==> config.mk <==
export PLATFORM = sky130hd
export DESIGN_NAME = lse_fifo
export DESIGN_NICKNAME = d
export VERILOG_FILES = /design/src/hw/rtl/assert_macros.svh /design/src/hw/rtl/lse_fifo.sv
export SDC_FILE = /design/constraint.sdc
export NUM_CORES = 1
export LEC_CHECK = 0
export ABC_AREA = 1
export BUFFER_PORTS_ARGS = -buffer_cell sky130_fd_sc_hd__buf_4
export CAP_MARGIN = 15
export CORE_MARGIN = 2
export CORE_UTILIZATION = 45
export DETAILED_ROUTE_END_ITERATION = 10
export PLACE_DENSITY = 0.76
export RECOVER_POWER = 100
export SYNTH_ARGS = -nofsm -noshare
export SYNTH_HDL_FRONTEND = slang
export SYNTH_SLANG_ARGS = --single-unit
==> constraint.sdc <==
create_clock -name clk -period 1.5 [get_ports clk]
set_input_delay 0.3 -clock clk [delete_from_list [all_inputs] [get_ports clk]]
set_output_delay 0.3 -clock clk [all_outputs]
set_load 0.01 [all_outputs]
==> src/hw/rtl/assert_macros.svh <==
// Assertion macros shared by the LZW encoder RTL.
`ifndef ASSERT_MACROS_SVH
`define ASSERT_MACROS_SVH
`ifndef SYNTHESIS
`define LSE_ASSERT(lbl, prop, msg) \
    lbl: assert property (@(posedge clk) disable iff (!rst_n) prop) else $error(msg);
`define LSE_ASSERT_ALWAYS(lbl, prop, msg) \
    lbl: assert property (@(posedge clk) prop) else $error(msg);
`else
`define LSE_ASSERT(lbl, prop, msg)
`define LSE_ASSERT_ALWAYS(lbl, prop, msg)
`endif
`endif

==> src/hw/rtl/lse_fifo.sv <==
// Small register FIFO.
module lse_fifo #(
    parameter int WIDTH = 8,
    parameter int DEPTH = 2
) (
    input  logic                       clk,
    input  logic                       rst_n,
    input  logic                       push,
    input  logic [WIDTH-1:0]           din,
    output logic                       full,
    input  logic                       pop,
    output logic [WIDTH-1:0]           dout,
    output logic                       empty,
    output logic [$clog2(DEPTH+1)-1:0] count
);
    localparam int PTR_W = (DEPTH > 1) ? $clog2(DEPTH) : 1;
    localparam int CNT_W = $clog2(DEPTH+1);

    logic [WIDTH-1:0] slot_reg [DEPTH];
    logic [PTR_W-1:0] wr_ptr_reg, wr_ptr_next;
    logic [PTR_W-1:0] rd_ptr_reg, rd_ptr_next;
    logic [CNT_W-1:0] count_reg, count_next;
    logic             do_push, do_pop;

    assign full    = (count_reg == CNT_W'(DEPTH));
    assign empty   = (count_reg == '0);
    assign count   = count_reg;
    assign dout    = slot_reg[rd_ptr_reg];
    assign do_push = push && !full;
    assign do_pop  = pop && !empty;

    always_comb
    begin
        wr_ptr_next = wr_ptr_reg;
        rd_ptr_next = rd_ptr_reg;
        count_next  = count_reg;
        if (do_push)
        begin
            wr_ptr_next = (wr_ptr_reg == PTR_W'(DEPTH-1)) ? '0 : wr_ptr_reg + 1'b1;
        end
        if (do_pop)
        begin
            rd_ptr_next = (rd_ptr_reg == PTR_W'(DEPTH-1)) ? '0 : rd_ptr_reg + 1'b1;
        end
        if (do_push && !do_pop)
        begin
            count_next = count_reg + 1'b1;
        end
        else if (do_pop && !do_push)
        begin
            count_next = count_reg - 1'b1;
        end
    end

    always_ff @(posedge clk or negedge rst_n)
    begin
        if (!rst_n)
        begin
            wr_ptr_reg <= '0;
            rd_ptr_reg <= '0;
            count_reg  <= '0;
        end
        else
        begin
            wr_ptr_reg <= wr_ptr_next;
            rd_ptr_reg <= rd_ptr_next;
            count_reg  <= count_next;
        end
    end

    always_ff @(posedge clk)
    begin
        if (do_push)
        begin
            slot_reg[wr_ptr_reg] <= din;
        end
    end
endmodule

==> impl.org <==
** Detailed routing
- Detailed-route DRC error count :: 0
- For this block, the routed nets add up to 1560 um of wire.
- DRC marker count from the first detailed-route iteration :: 7
- Total number of vias :: 594
- Routed vias/inst :: 4.57
- Routed length per placed instance :: 12.0 um
- Remaining number of nets flagged by the antenna check after routing :: 0
- Pre-Repair DR Iteration Count :: 4

** Clock tree
- Buffers inserted during clock tree synthesis total 3.
- In this run the number of H-tree levels came out at 1.
- TritonCTS built the clock tree.
- The clock passes through at most 2 buffers.
- For the worst-skew pair, the clock arrives at the later sink with an insertion delay of 0.31 ns.
- The tree built by TritonCTS fans out to 20 sinks.
- The cell sitting at the root of the clock tree is a sky130_fd_sc_hd__clkbuf_4.
- Clock transition at the register clock pins on the worst setup and hold paths after CTS :: 0.12 ns

** Critical path
- Critical path class :: reg -> out
- Among all stages on the critical path, the largest delay is contributed by sky130_fd_sc_hd__dfrtp_2.
- Critical path's top delay family :: flip-flops
- Critical path's most frequent cell :: sky130_fd_sc_hd__buf_4
- The critical path goes through buf_4 > nor2_2 > buf_4.
- Flop-to-flop setup slack :: 0.12 ns
- Crit Path Max Fanout :: 5
- Buf/Inv on CP :: 2
- Worst path required time :: 1.20 ns
- The worst setup path is launched from a flip-flop.
- For this run, the slowest stage of the critical path takes 0.48 ns.
- Endpoint type of the worst setup path :: primary output
- Data arrival time at the worst-slack endpoint :: 1.20 ns

** Floorplan
- The initial utilization of the core area, before any placement, comes to 47.4%.
- DIE WIDTH :: 46.4 um
- Row count :: 15
- Die area :: 2150 sq um
- After floorplanning, the core was sized to cover 1710 sq um.
- For this design the top-level I/O count stands at 24.
- Floorplan die height :: 46.4 um

** Place
- After detailed placement, the total cell area comes to 1040 sq um.
- The wire-length estimate of the detail-placed layout is 1130 um.
- Dpl cells :: 124
- Number of port buffers :: 23
- Before CTS, the worst setup slack after placement is 0.0170 ns.
- RePlAce Congestion :: 0.860

** GRT
- Entering global routing, the biggest net connects 13 pins.
- Via count of the first global-routing pass :: 529
- Overflow left after global routing :: 0
- For this run, the total global-route usage over all layers was measured as 16.0%.
- The first global-routing pass estimated 2240 um of wire.
- Initial antenna violation count :: 0

** Job
- Max-cap violations in this run came to 0.

** Timing
- The total count of max-transition violations in the final report was 0.
- Final Hold Slack :: 0.190 ns
- The worst path in the final design needs a cycle of 1.50 ns, including I/O delays and setup.
- Measured against its own limit, the worst slew margin works out to 72.8%.
- Setup violations remaining at the end of the flow were counted as 0.
- On the final layout, the worst clock skew is 0.00806 ns.
- Setup slack closes at 0.00203 ns.
- At the pin with the least slew margin, the transition time is 0.407 ns.
- Endpoints failing hold :: 0
- Final cycle utilization of the critical path :: 99.9%
- FMAX :: 0.668 GHz
- For the final routed database, the setup TNS stands at 0 ns.

** Finish
- After routing the design area is 1140 sq um.
- Leading cell type in the layout, fill and taps excluded :: sky130_fd_sc_hd__nand2_1
- Number of nets at the end of the flow :: 119
- After the flow finishes, the layout carries non-filler instances totaling 130.
- The register with the most flip-flops in the layout has 16 of them.
- 0 antenna diodes ended up in the layout.
- The top cell types in the final layout, fill and taps aside, are sky130_fd_sc_hd__nand2_1 (33), sky130_fd_sc_hd__buf_4 (16), sky130_fd_sc_hd__edfxtp_1 (16).
- Fill cell count :: 127
- Final standard cell utilization of the core :: 66.9%
- From synthesis to final layout, the design area changed by 41.1%.
- Cells with a size suffix above 1 make up 35.2% of the layout.

** Synth
- Counting every net in the synthesized netlist gives 86.
- Avg Cell Area, Syn :: 11.1 sq um
- In the synthesized netlist, the number of instances is 73.
- After synthesis the netlist holds a flip-flop and latch count of 20.
- Number of different library cells in the post-synthesis netlist :: 14
- Share of the yosys chip area belonging to registers :: 71.7%
- After synthesis the cells add up to 810 sq um.
- Total of warnings raised by yosys :: 0

** Power and ir drop
- Total power density per cell area :: 2060 nW/um^2
- IR analysis of the VDD net gives a maximum drop of 1440 uV.
- Total Power Consumption :: 2.35 mW
- In this run the static leakage power is 0.505 nW.

** Run status
- The run finished with clean final reports.

** Min path
- The min-delay analysis places its worst path in the category in -> reg.
## where the power goes
group,switching (mW),total (mW),internal [mW],leakage (nW)
sequential,0.0839,0.860,0.776,0.195
clock,0.173,0.444,0.270,0.0279
combinational,0.563,1.05,0.487,0.282
total,0.820,2.35,1.53,0.505
## kinds of logic (layout without fill, tap and decap cells)
family	after synthesis	count (layout)	share of synthesized area, %
AND/OR/NAND/NOR	40	40	20.1
XOR/XNOR	1	1	1.08
buffers and inverters	9	41	4.33
flip-flops	20	20	71.7
AO/OA/AOI/OAI	2	2	1.24
adder cells (fa/ha/maj)	1	1	1.55
## worst paths after layout
path                            startpoint  cells past startpoint        endpoint
worst max-delay path              count[0]                      3           empty
worst min-delay path                din[4]                      1  slot_reg[0][4]
worst max register to register    count[1]                      7        count[1]
worst min register to register  wr_ptr_reg                      2      wr_ptr_reg
max in group asynchronous            rst_n                      2        count[0]
min in group asynchronous            rst_n                      2      rd_ptr_reg
## per-layer routing
layer	vias to the layer above	track usage (%)	part of all wire, %
li1	301	-	-
met5	-	0	0
met4	0	10.3	2.5
met2	19	26.9	54
met1	269	18.6	39
met3	5	2.75	4.0
## what timing repair did
item | 4_1_cts | 5_1_grt
setup buffers | 0 | 1
setup endpoints to repair | 9 | 26
resized for setup | 3 | 8
hold buffers | 1 | 0
pin swaps | 0 | 0
endpoints found under the hold margin | 4 | 0
## final cells by class
| cell class | count | area, sq um | area share [%] |
|---|---|---|---|
| Clock buffer | 3 | 22.5 | 1.97 |
| Tap cell | 25 | 31.3 | 2.74 |
| Timing Repair Buffer | 29 | 214 | 18.7 |
| Inverter | 8 | 36.3 | 3.18 |
| Sequential cell | 20 | 583 | 51.0 |
| Multi-Input combinational cell | 44 | 225 | 19.7 |
| Clock inverter | 1 | 30.0 | 2.63 |
## cell usage after synthesis, drive strengths merged
library cell	instances	share of area [%]
o21ai	2	1.2
buf	1	0.62
ha	1	1.5
nand2	33	15
nor2	4	2.5
edfxtp	16	59
inv	8	3.7
nand4	1	0.77
dfrtp	4	12
nand3b	1	0.93
nand3	1	0.62
xnor2	1	1.1
No activity file was read; power rests on OpenSTA's default activity.
