`src/hw/rtl/assert_macros.svh`:
```
// Assertion macros shared by the LZW encoder RTL.
`ifndef ASSERT_MACROS_SVH
`define ASSERT_MACROS_SVH
`ifndef SYNTHESIS
`define LSE_ASSERT(lbl, prop, msg) \
    lbl: assert property (@(posedge clk) disable iff (!rst_n) prop) else $error(msg);
`define LSE_ASSERT_ALWAYS(lbl, prop, msg) \
    lbl: assert property (@(posedge clk) prop) else $error(msg);
`else
`define LSE_ASSERT(lbl, prop, msg)
`define LSE_ASSERT_ALWAYS(lbl, prop, msg)
`endif
`endif

```
`src/hw/rtl/lse_pkg.sv`:
```
// Types and constants of the LZW stream encoder.
package lse_pkg;

    localparam int ROOT_CODES_DEF    = 256;
    localparam int MAX_CODES_DEF     = 4096;
    localparam int MAX_CODE_BITS_DEF = 12;
    localparam int HASH_SLOTS_DEF    = 8192;

    localparam int EPOCH_W      = 8;
    localparam int CODE_VALUE_W = 12;
    localparam int CODE_WIDTH_W = 4;
    localparam int IN_DEPTH     = 2;
    localparam int OUT_DEPTH    = 4;
    localparam int APB_ADDR_W   = 2;
    localparam int APB_DATA_W   = 32;

    localparam logic [APB_ADDR_W-1:0] REG_START_BITS = 2'd0;
    localparam logic [3:0]            START_BITS_RST = 4'd9;
    localparam int                    MIN_CODE_BITS  = 8;

    typedef enum logic [1:0] {
        ST_CLEAR,
        ST_IDLE,
        ST_PROBE,
        ST_FLUSH
    } back_state_t;

    typedef struct packed {
        logic [7:0] data_byte;
        logic       end_of_block;
    } item_t;

    typedef struct packed {
        logic                    last_code;
        logic [CODE_WIDTH_W-1:0] code_width;
        logic [CODE_VALUE_W-1:0] code_value;
    } result_t;

endpackage

```
`src/hw/rtl/lse_fifo.sv`:
```
// Small register FIFO.
module lse_fifo #(
    parameter int WIDTH = 8,
    parameter int DEPTH = 2
) (
    input  logic                       clk,
    input  logic                       rst_n,
    input  logic                       push,
    input  logic [WIDTH-1:0]           din,
    output logic                       full,
    input  logic                       pop,
    output logic [WIDTH-1:0]           dout,
    output logic                       empty,
    output logic [$clog2(DEPTH+1)-1:0] count
);
    localparam int PTR_W = (DEPTH > 1) ? $clog2(DEPTH) : 1;
    localparam int CNT_W = $clog2(DEPTH+1);

    logic [WIDTH-1:0] slot_reg [DEPTH];
    logic [PTR_W-1:0] wr_ptr_reg, wr_ptr_next;
    logic [PTR_W-1:0] rd_ptr_reg, rd_ptr_next;
    logic [CNT_W-1:0] count_reg, count_next;
    logic             do_push, do_pop;

    assign full    = (count_reg == CNT_W'(DEPTH));
    assign empty   = (count_reg == '0);
    assign count   = count_reg;
    assign dout    = slot_reg[rd_ptr_reg];
    assign do_push = push && !full;
    assign do_pop  = pop && !empty;

    always_comb
    begin
        wr_ptr_next = wr_ptr_reg;
        rd_ptr_next = rd_ptr_reg;
        count_next  = count_reg;
        if (do_push)
        begin
            wr_ptr_next = (wr_ptr_reg == PTR_W'(DEPTH-1)) ? '0 : wr_ptr_reg + 1'b1;
        end
        if (do_pop)
        begin
            rd_ptr_next = (rd_ptr_reg == PTR_W'(DEPTH-1)) ? '0 : rd_ptr_reg + 1'b1;
        end
        if (do_push && !do_pop)
        begin
            count_next = count_reg + 1'b1;
        end
        else if (do_pop && !do_push)
        begin
            count_next = count_reg - 1'b1;
        end
    end

    always_ff @(posedge clk or negedge rst_n)
    begin
        if (!rst_n)
        begin
            wr_ptr_reg <= '0;
            rd_ptr_reg <= '0;
            count_reg  <= '0;
        end
        else
        begin
            wr_ptr_reg <= wr_ptr_next;
            rd_ptr_reg <= rd_ptr_next;
            count_reg  <= count_next;
        end
    end

    always_ff @(posedge clk)
    begin
        if (do_push)
        begin
            slot_reg[wr_ptr_reg] <= din;
        end
    end
endmodule

```
`src/hw/rtl/lse_front.sv`:
```
// Front end: config register, byte saturation and the input request queue.
module lse_front #(
    parameter int ROOT_CODES    = lse_pkg::ROOT_CODES_DEF,
    parameter int MAX_CODE_BITS = lse_pkg::MAX_CODE_BITS_DEF
) (
    input  logic                            clk,
    input  logic                            rst_n,
    input  logic                            s_tvalid,
    output logic                            s_tready,
    input  logic [7:0]                      s_tdata,
    input  logic                            s_tlast,
    input  logic                            psel,
    input  logic                            penable,
    input  logic                            pwrite,
    input  logic [lse_pkg::APB_ADDR_W-1:0]  paddr,
    input  logic [lse_pkg::APB_DATA_W-1:0]  pwdata,
    output logic [lse_pkg::APB_DATA_W-1:0]  prdata,
    output logic                            pready,
    input  logic                            q_pop,
    output logic                            q_valid,
    output lse_pkg::item_t                  q_item,
    output logic [$clog2(MAX_CODE_BITS+1)-1:0] start_bits
);
    import lse_pkg::*;

    localparam int WW = $clog2(MAX_CODE_BITS+1);

    logic [3:0]  start_raw_reg, start_raw_next;
    item_t       in_item;
    logic        q_full, q_empty;
    logic [$clog2(IN_DEPTH+1)-1:0] q_count;
    logic [$bits(item_t)-1:0] q_dout;

    assign pready = 1'b1;

    always_comb
    begin
        start_raw_next = start_raw_reg;
        if (psel && penable && pwrite && pready && paddr == REG_START_BITS)
        begin
            start_raw_next = pwdata[3:0];
        end
    end

    always_ff @(posedge clk or negedge rst_n)
    begin
        if (!rst_n)
        begin
            start_raw_reg <= START_BITS_RST;
        end
        else
        begin
            start_raw_reg <= start_raw_next;
        end
    end

    assign prdata = (paddr == REG_START_BITS) ? APB_DATA_W'(start_raw_reg) : '0;

    always_comb
    begin
        priority if (WW'(start_raw_reg) < WW'(MIN_CODE_BITS))
        begin
            start_bits = WW'(MIN_CODE_BITS);
        end
        else if (WW'(start_raw_reg) > WW'(MAX_CODE_BITS))
        begin
            start_bits = WW'(MAX_CODE_BITS);
        end
        else
        begin
            start_bits = WW'(start_raw_reg);
        end
    end

    always_comb
    begin
        in_item.end_of_block = s_tlast;
        if (9'(s_tdata) >= 9'(ROOT_CODES))
        begin
            in_item.data_byte = 8'(ROOT_CODES - 1);
        end
        else
        begin
            in_item.data_byte = s_tdata;
        end
    end

    assign s_tready = !q_full;

    lse_fifo #(
        .WIDTH ($bits(item_t)),
        .DEPTH (IN_DEPTH)
    ) u_in_q (
        .clk   (clk),
        .rst_n (rst_n),
        .push  (s_tvalid && s_tready),
        .din   (in_item),
        .full  (q_full),
        .pop   (q_pop),
        .dout  (q_dout),
        .empty (q_empty),
        .count (q_count)
    );

    assign q_valid = !q_empty && (q_count != '0);
    assign q_item  = item_t'(q_dout);
endmodule

```
`config.mk`:
```
export PLATFORM = sky130hd
export DESIGN_NAME = lse_front
export DESIGN_NICKNAME = d
export VERILOG_FILES = /design/src/hw/rtl/assert_macros.svh /design/src/hw/rtl/lse_pkg.sv /design/src/hw/rtl/lse_fifo.sv /design/src/hw/rtl/lse_front.sv
export SDC_FILE = /design/constraint.sdc
export NUM_CORES = 1
export LEC_CHECK = 0
export ABC_AREA = 1
export BUFFER_PORTS_ARGS = -buffer_cell sky130_fd_sc_hd__buf_4
export CORE_MARGIN = 3
export CORE_UTILIZATION = 40
export CTS_CLUSTER_DIAMETER = 120
export DETAILED_ROUTE_END_ITERATION = 7
export PLACE_DENSITY = 0.76
export SETUP_SLACK_MARGIN = 0.5
export SYNTH_ARGS = -nofsm -noshare
export SYNTH_HDL_FRONTEND = slang
export SYNTH_SLANG_ARGS = --single-unit
```
`constraint.sdc`:
```
create_clock -name clk -period 4.6 [get_ports clk]
set_clock_uncertainty 0.2 [all_clocks]
set_input_delay 1.38 -clock clk [delete_from_list [all_inputs] [get_ports clk]]
set_output_delay 1.38 -clock clk [all_outputs]
set_load 0.02 [all_outputs]
```
==> flow_metrics.env <==
export IMPL_status="finished clean"
export IMPL_ys_seq_area_frac=0.542
export IMPL_final_fill_count=291
export IMPL_die_y_um=64.6
export IMPL_dp_cells=221
export IMPL_overflow=0
export IMPL_gp_congestion=0.792
export IMPL_hp_class="reg -> reg"
export IMPL_drt_total_wl_mm=2.17
export IMPL_yosys_mux_area_fraction=0
export IMPL_final_antenna_net_count=0
export IMPL_rsz0062_at_grt="no"
export IMPL_cts_sinks=26
export IMPL_regArea_um2=743
export IMPL_rows=20
export IMPL_ios=98
export IMPL_via_count=906
export IMPL_wl_per_cell_um=9.63
export IMPL_die_area_mm2=0.00417
export IMPL_grt_start_max_net_pins=15
export IMPL_htree_num_levels=1
export IMPL_cp_data_required_time_ns=3.02
export IMPL_worstSetupPathType="in -> out"
export IMPL_min_period_ns=3.57
export IMPL_largest_reg_flops=18
export IMPL_track_usage=0.112
export IMPL_postCtsSetupRepairBufs=0
export IMPL_fin_cells=225
export IMPL_synth_yosys_warnings=0
export IMPL_cts_buffer_depth=2
export IMPL_synth_avg_cell_area_um2=9.73
export IMPL_drive_above_1_share=0.304
export IMPL_hold_buffers=0
export IMPL_syn_area_mm2=0.00137
export IMPL_antenna_found_initial=0
export IMPL_slew_headroom=0.473
export IMPL_arrival_ns=1.99
export IMPL_slew_violations=0
export IMPL_grt_pass1_vias=792
export IMPL_power_w=0.000833
export IMPL_numCtsBuffers=3
export IMPL_synthAdderAreaFrac=0.00912
export IMPL_nets=233
export IMPL_cts_root_buf="clkbuf_4"
export IMPL_die_w_um=64.6
export IMPL_synth_compound_area_share=0
export IMPL_multi_input_area_um2=444
export IMPL_critPathMaxFanout=6
export IMPL_dpl_hpwl_mm=1.78
export IMPL_ys_ff_latch=26
export IMPL_firstDrtPassIters=4
export IMPL_grt_pass1_wl_mm=3.55
export IMPL_numPortBuffers=39
export IMPL_vias_per_cell=4.03
export IMPL_yosysUniqueCellTypes=19
export IMPL_setup_violations=0
export IMPL_finalHoldViolations=0
export IMPL_worst_r2r_setup_slack_ns=2.81
export IMPL_drtIter0Drc=18
export IMPL_worstSetupStartpointType="input port"
export IMPL_finalCritPeriodShare=0.776
export IMPL_drc=0
export IMPL_clock_latency_ns=0.32
export IMPL_drv_cap=0
export IMPL_tritoncts="built"
export IMPL_synth_top_family_by_area="simple AND/OR/NAND/NOR gates"
export IMPL_synth_simple_gate_area_frac=0.214
export IMPL_synth_xor_area_frac=0.0182
export IMPL_diodes=0
export IMPL_syn2layout_area_growth_pct=17.7
export IMPL_clk_pin_slew_ns=0.13
export IMPL_cts_resized=0
export IMPL_power_density_mw_per_mm2=516
export IMPL_initial_core_util=0.435
export IMPL_syn_inst=141
export IMPL_fin_tns_setup_ns=0
export IMPL_tightest_slew_ns=0.788
export IMPL_p_leak_nw=0.818
export IMPL_hold_slack_ns=0.275
export IMPL_endpoint_kind="output pin"
export IMPL_peakVddDrop_uv=271
export IMPL_max_freq_mhz=280
export IMPL_coreArea_mm2=0.00315
## cell families (layout without fill, tap and decap cells)
| logic type | after synthesis | in the layout |
|---|---|---|
| and+or+nand+nor | 65 | 65 |
| buffers and inverters | 45 | 57 |
| DFF | 26 | 26 |
| other | 2 | 30 |
| xor gates and xnor gates | 2 | 2 |
| adders and majority gates | 1 | 1 |
## through the flow
| stage | util | cell area, um^2 | setup WS, ns |
|---|---|---|---|
| floorplan | - | 1480 | 1.13 |
| global placement | 0.504 | 1590 | 1.02 |
| detailed placement | 0.504 | 1590 | 1.02 |
| CTS | 0.512 | 1610 | 1.02 |
| global route | 0.512 | 1610 | 0.924 |
| finish | 0.512 | 1610 | 1.03 |
## final timing paths
check	startpoint	end	cells after the start
worst min register to register	start_raw_reg[0]	start_raw_reg[0]	2
worst max register to register	u_in_q.count[0]	u_in_q.slot_reg[1][0]	4
min in group asynchronous	rst_n	u_in_q.rd_ptr_reg	1
max in group asynchronous	rst_n	start_raw_reg[0]	1
worst min-delay path	start_raw_reg[0]	start_raw_reg[0]	2
worst max-delay path	paddr[1]	prdata[1]	5
## layout make-up
class                           count  share of cell area
Sequential cell                    26               0.460
Timing Repair Buffer               39               0.181
Inverter                           14              0.0326
Multi-Input combinational cell     98               0.275
Clock inverter                      1             0.00233
Clock buffer                        3              0.0140
Tap cell                           44              0.0341
## synth_stat cells
master	number	area (um^2)
inv_1	11	41.3
nand2_4	2	22.5
nand4_1	1	6.26
conb_1	2	7.51
buf_4	30	225
inv_2	3	11.3
nand2_2	3	18.8
nor2_4	2	22.5
buf_6	1	11.3
xor2_2	1	16.3
dfrtp_1	6	150
nor2_1	6	22.5
xnor2_1	1	8.76
ha_1	1	12.5
edfxtp_1	18	541
nand3_1	6	30.0
dfstp_2	2	52.6
nor3_1	2	10.0
nand2_1	43	161
## report_power, final
group | total (W) | internal [W] | switching (W)
clock network | 0.0000954 | 0.0000318 | 0.0000636
logic | 0.000374 | 0.000139 | 0.000235
registers | 0.000363 | 0.000322 | 0.0000413
## placed cells by master (no fill, tap or decap)
| cell type | count |
|---|---|
| nor2_1 | 6 |
| nand4_1 | 1 |
| buf_4 | 39 |
| ha_1 | 1 |
| inv_1 | 11 |
| nand2_1 | 43 |
| nand2_2 | 3 |
| conb_1 | 30 |
| clkinv_1 | 1 |
| nand2_4 | 2 |
| nor2_4 | 2 |
| nor3_1 | 2 |
| edfxtp_1 | 18 |
| nand3_1 | 6 |
| inv_2 | 3 |
| clkbuf_4 | 3 |
| xnor2_1 | 1 |
| xor2_2 | 1 |
| dfstp_2 | 2 |
| dfrtp_1 | 6 |
## worst max-delay path, cell delays in order
cell and delay, ns:
buf_4 0.12, nor2_4 0.16, inv_1 0.10, nor2_1 0.09, buf_4 0.14
## metal layers
layer,vias up,global-route usage,share of wire
met5,-,0,0
met4,0,0.0554,0.018
met3,4,0.0225,0.086
met2,48,0.193,0.51
met1,397,0.132,0.38
li1,457,-,-
Power figures use the tool's default switching activity.
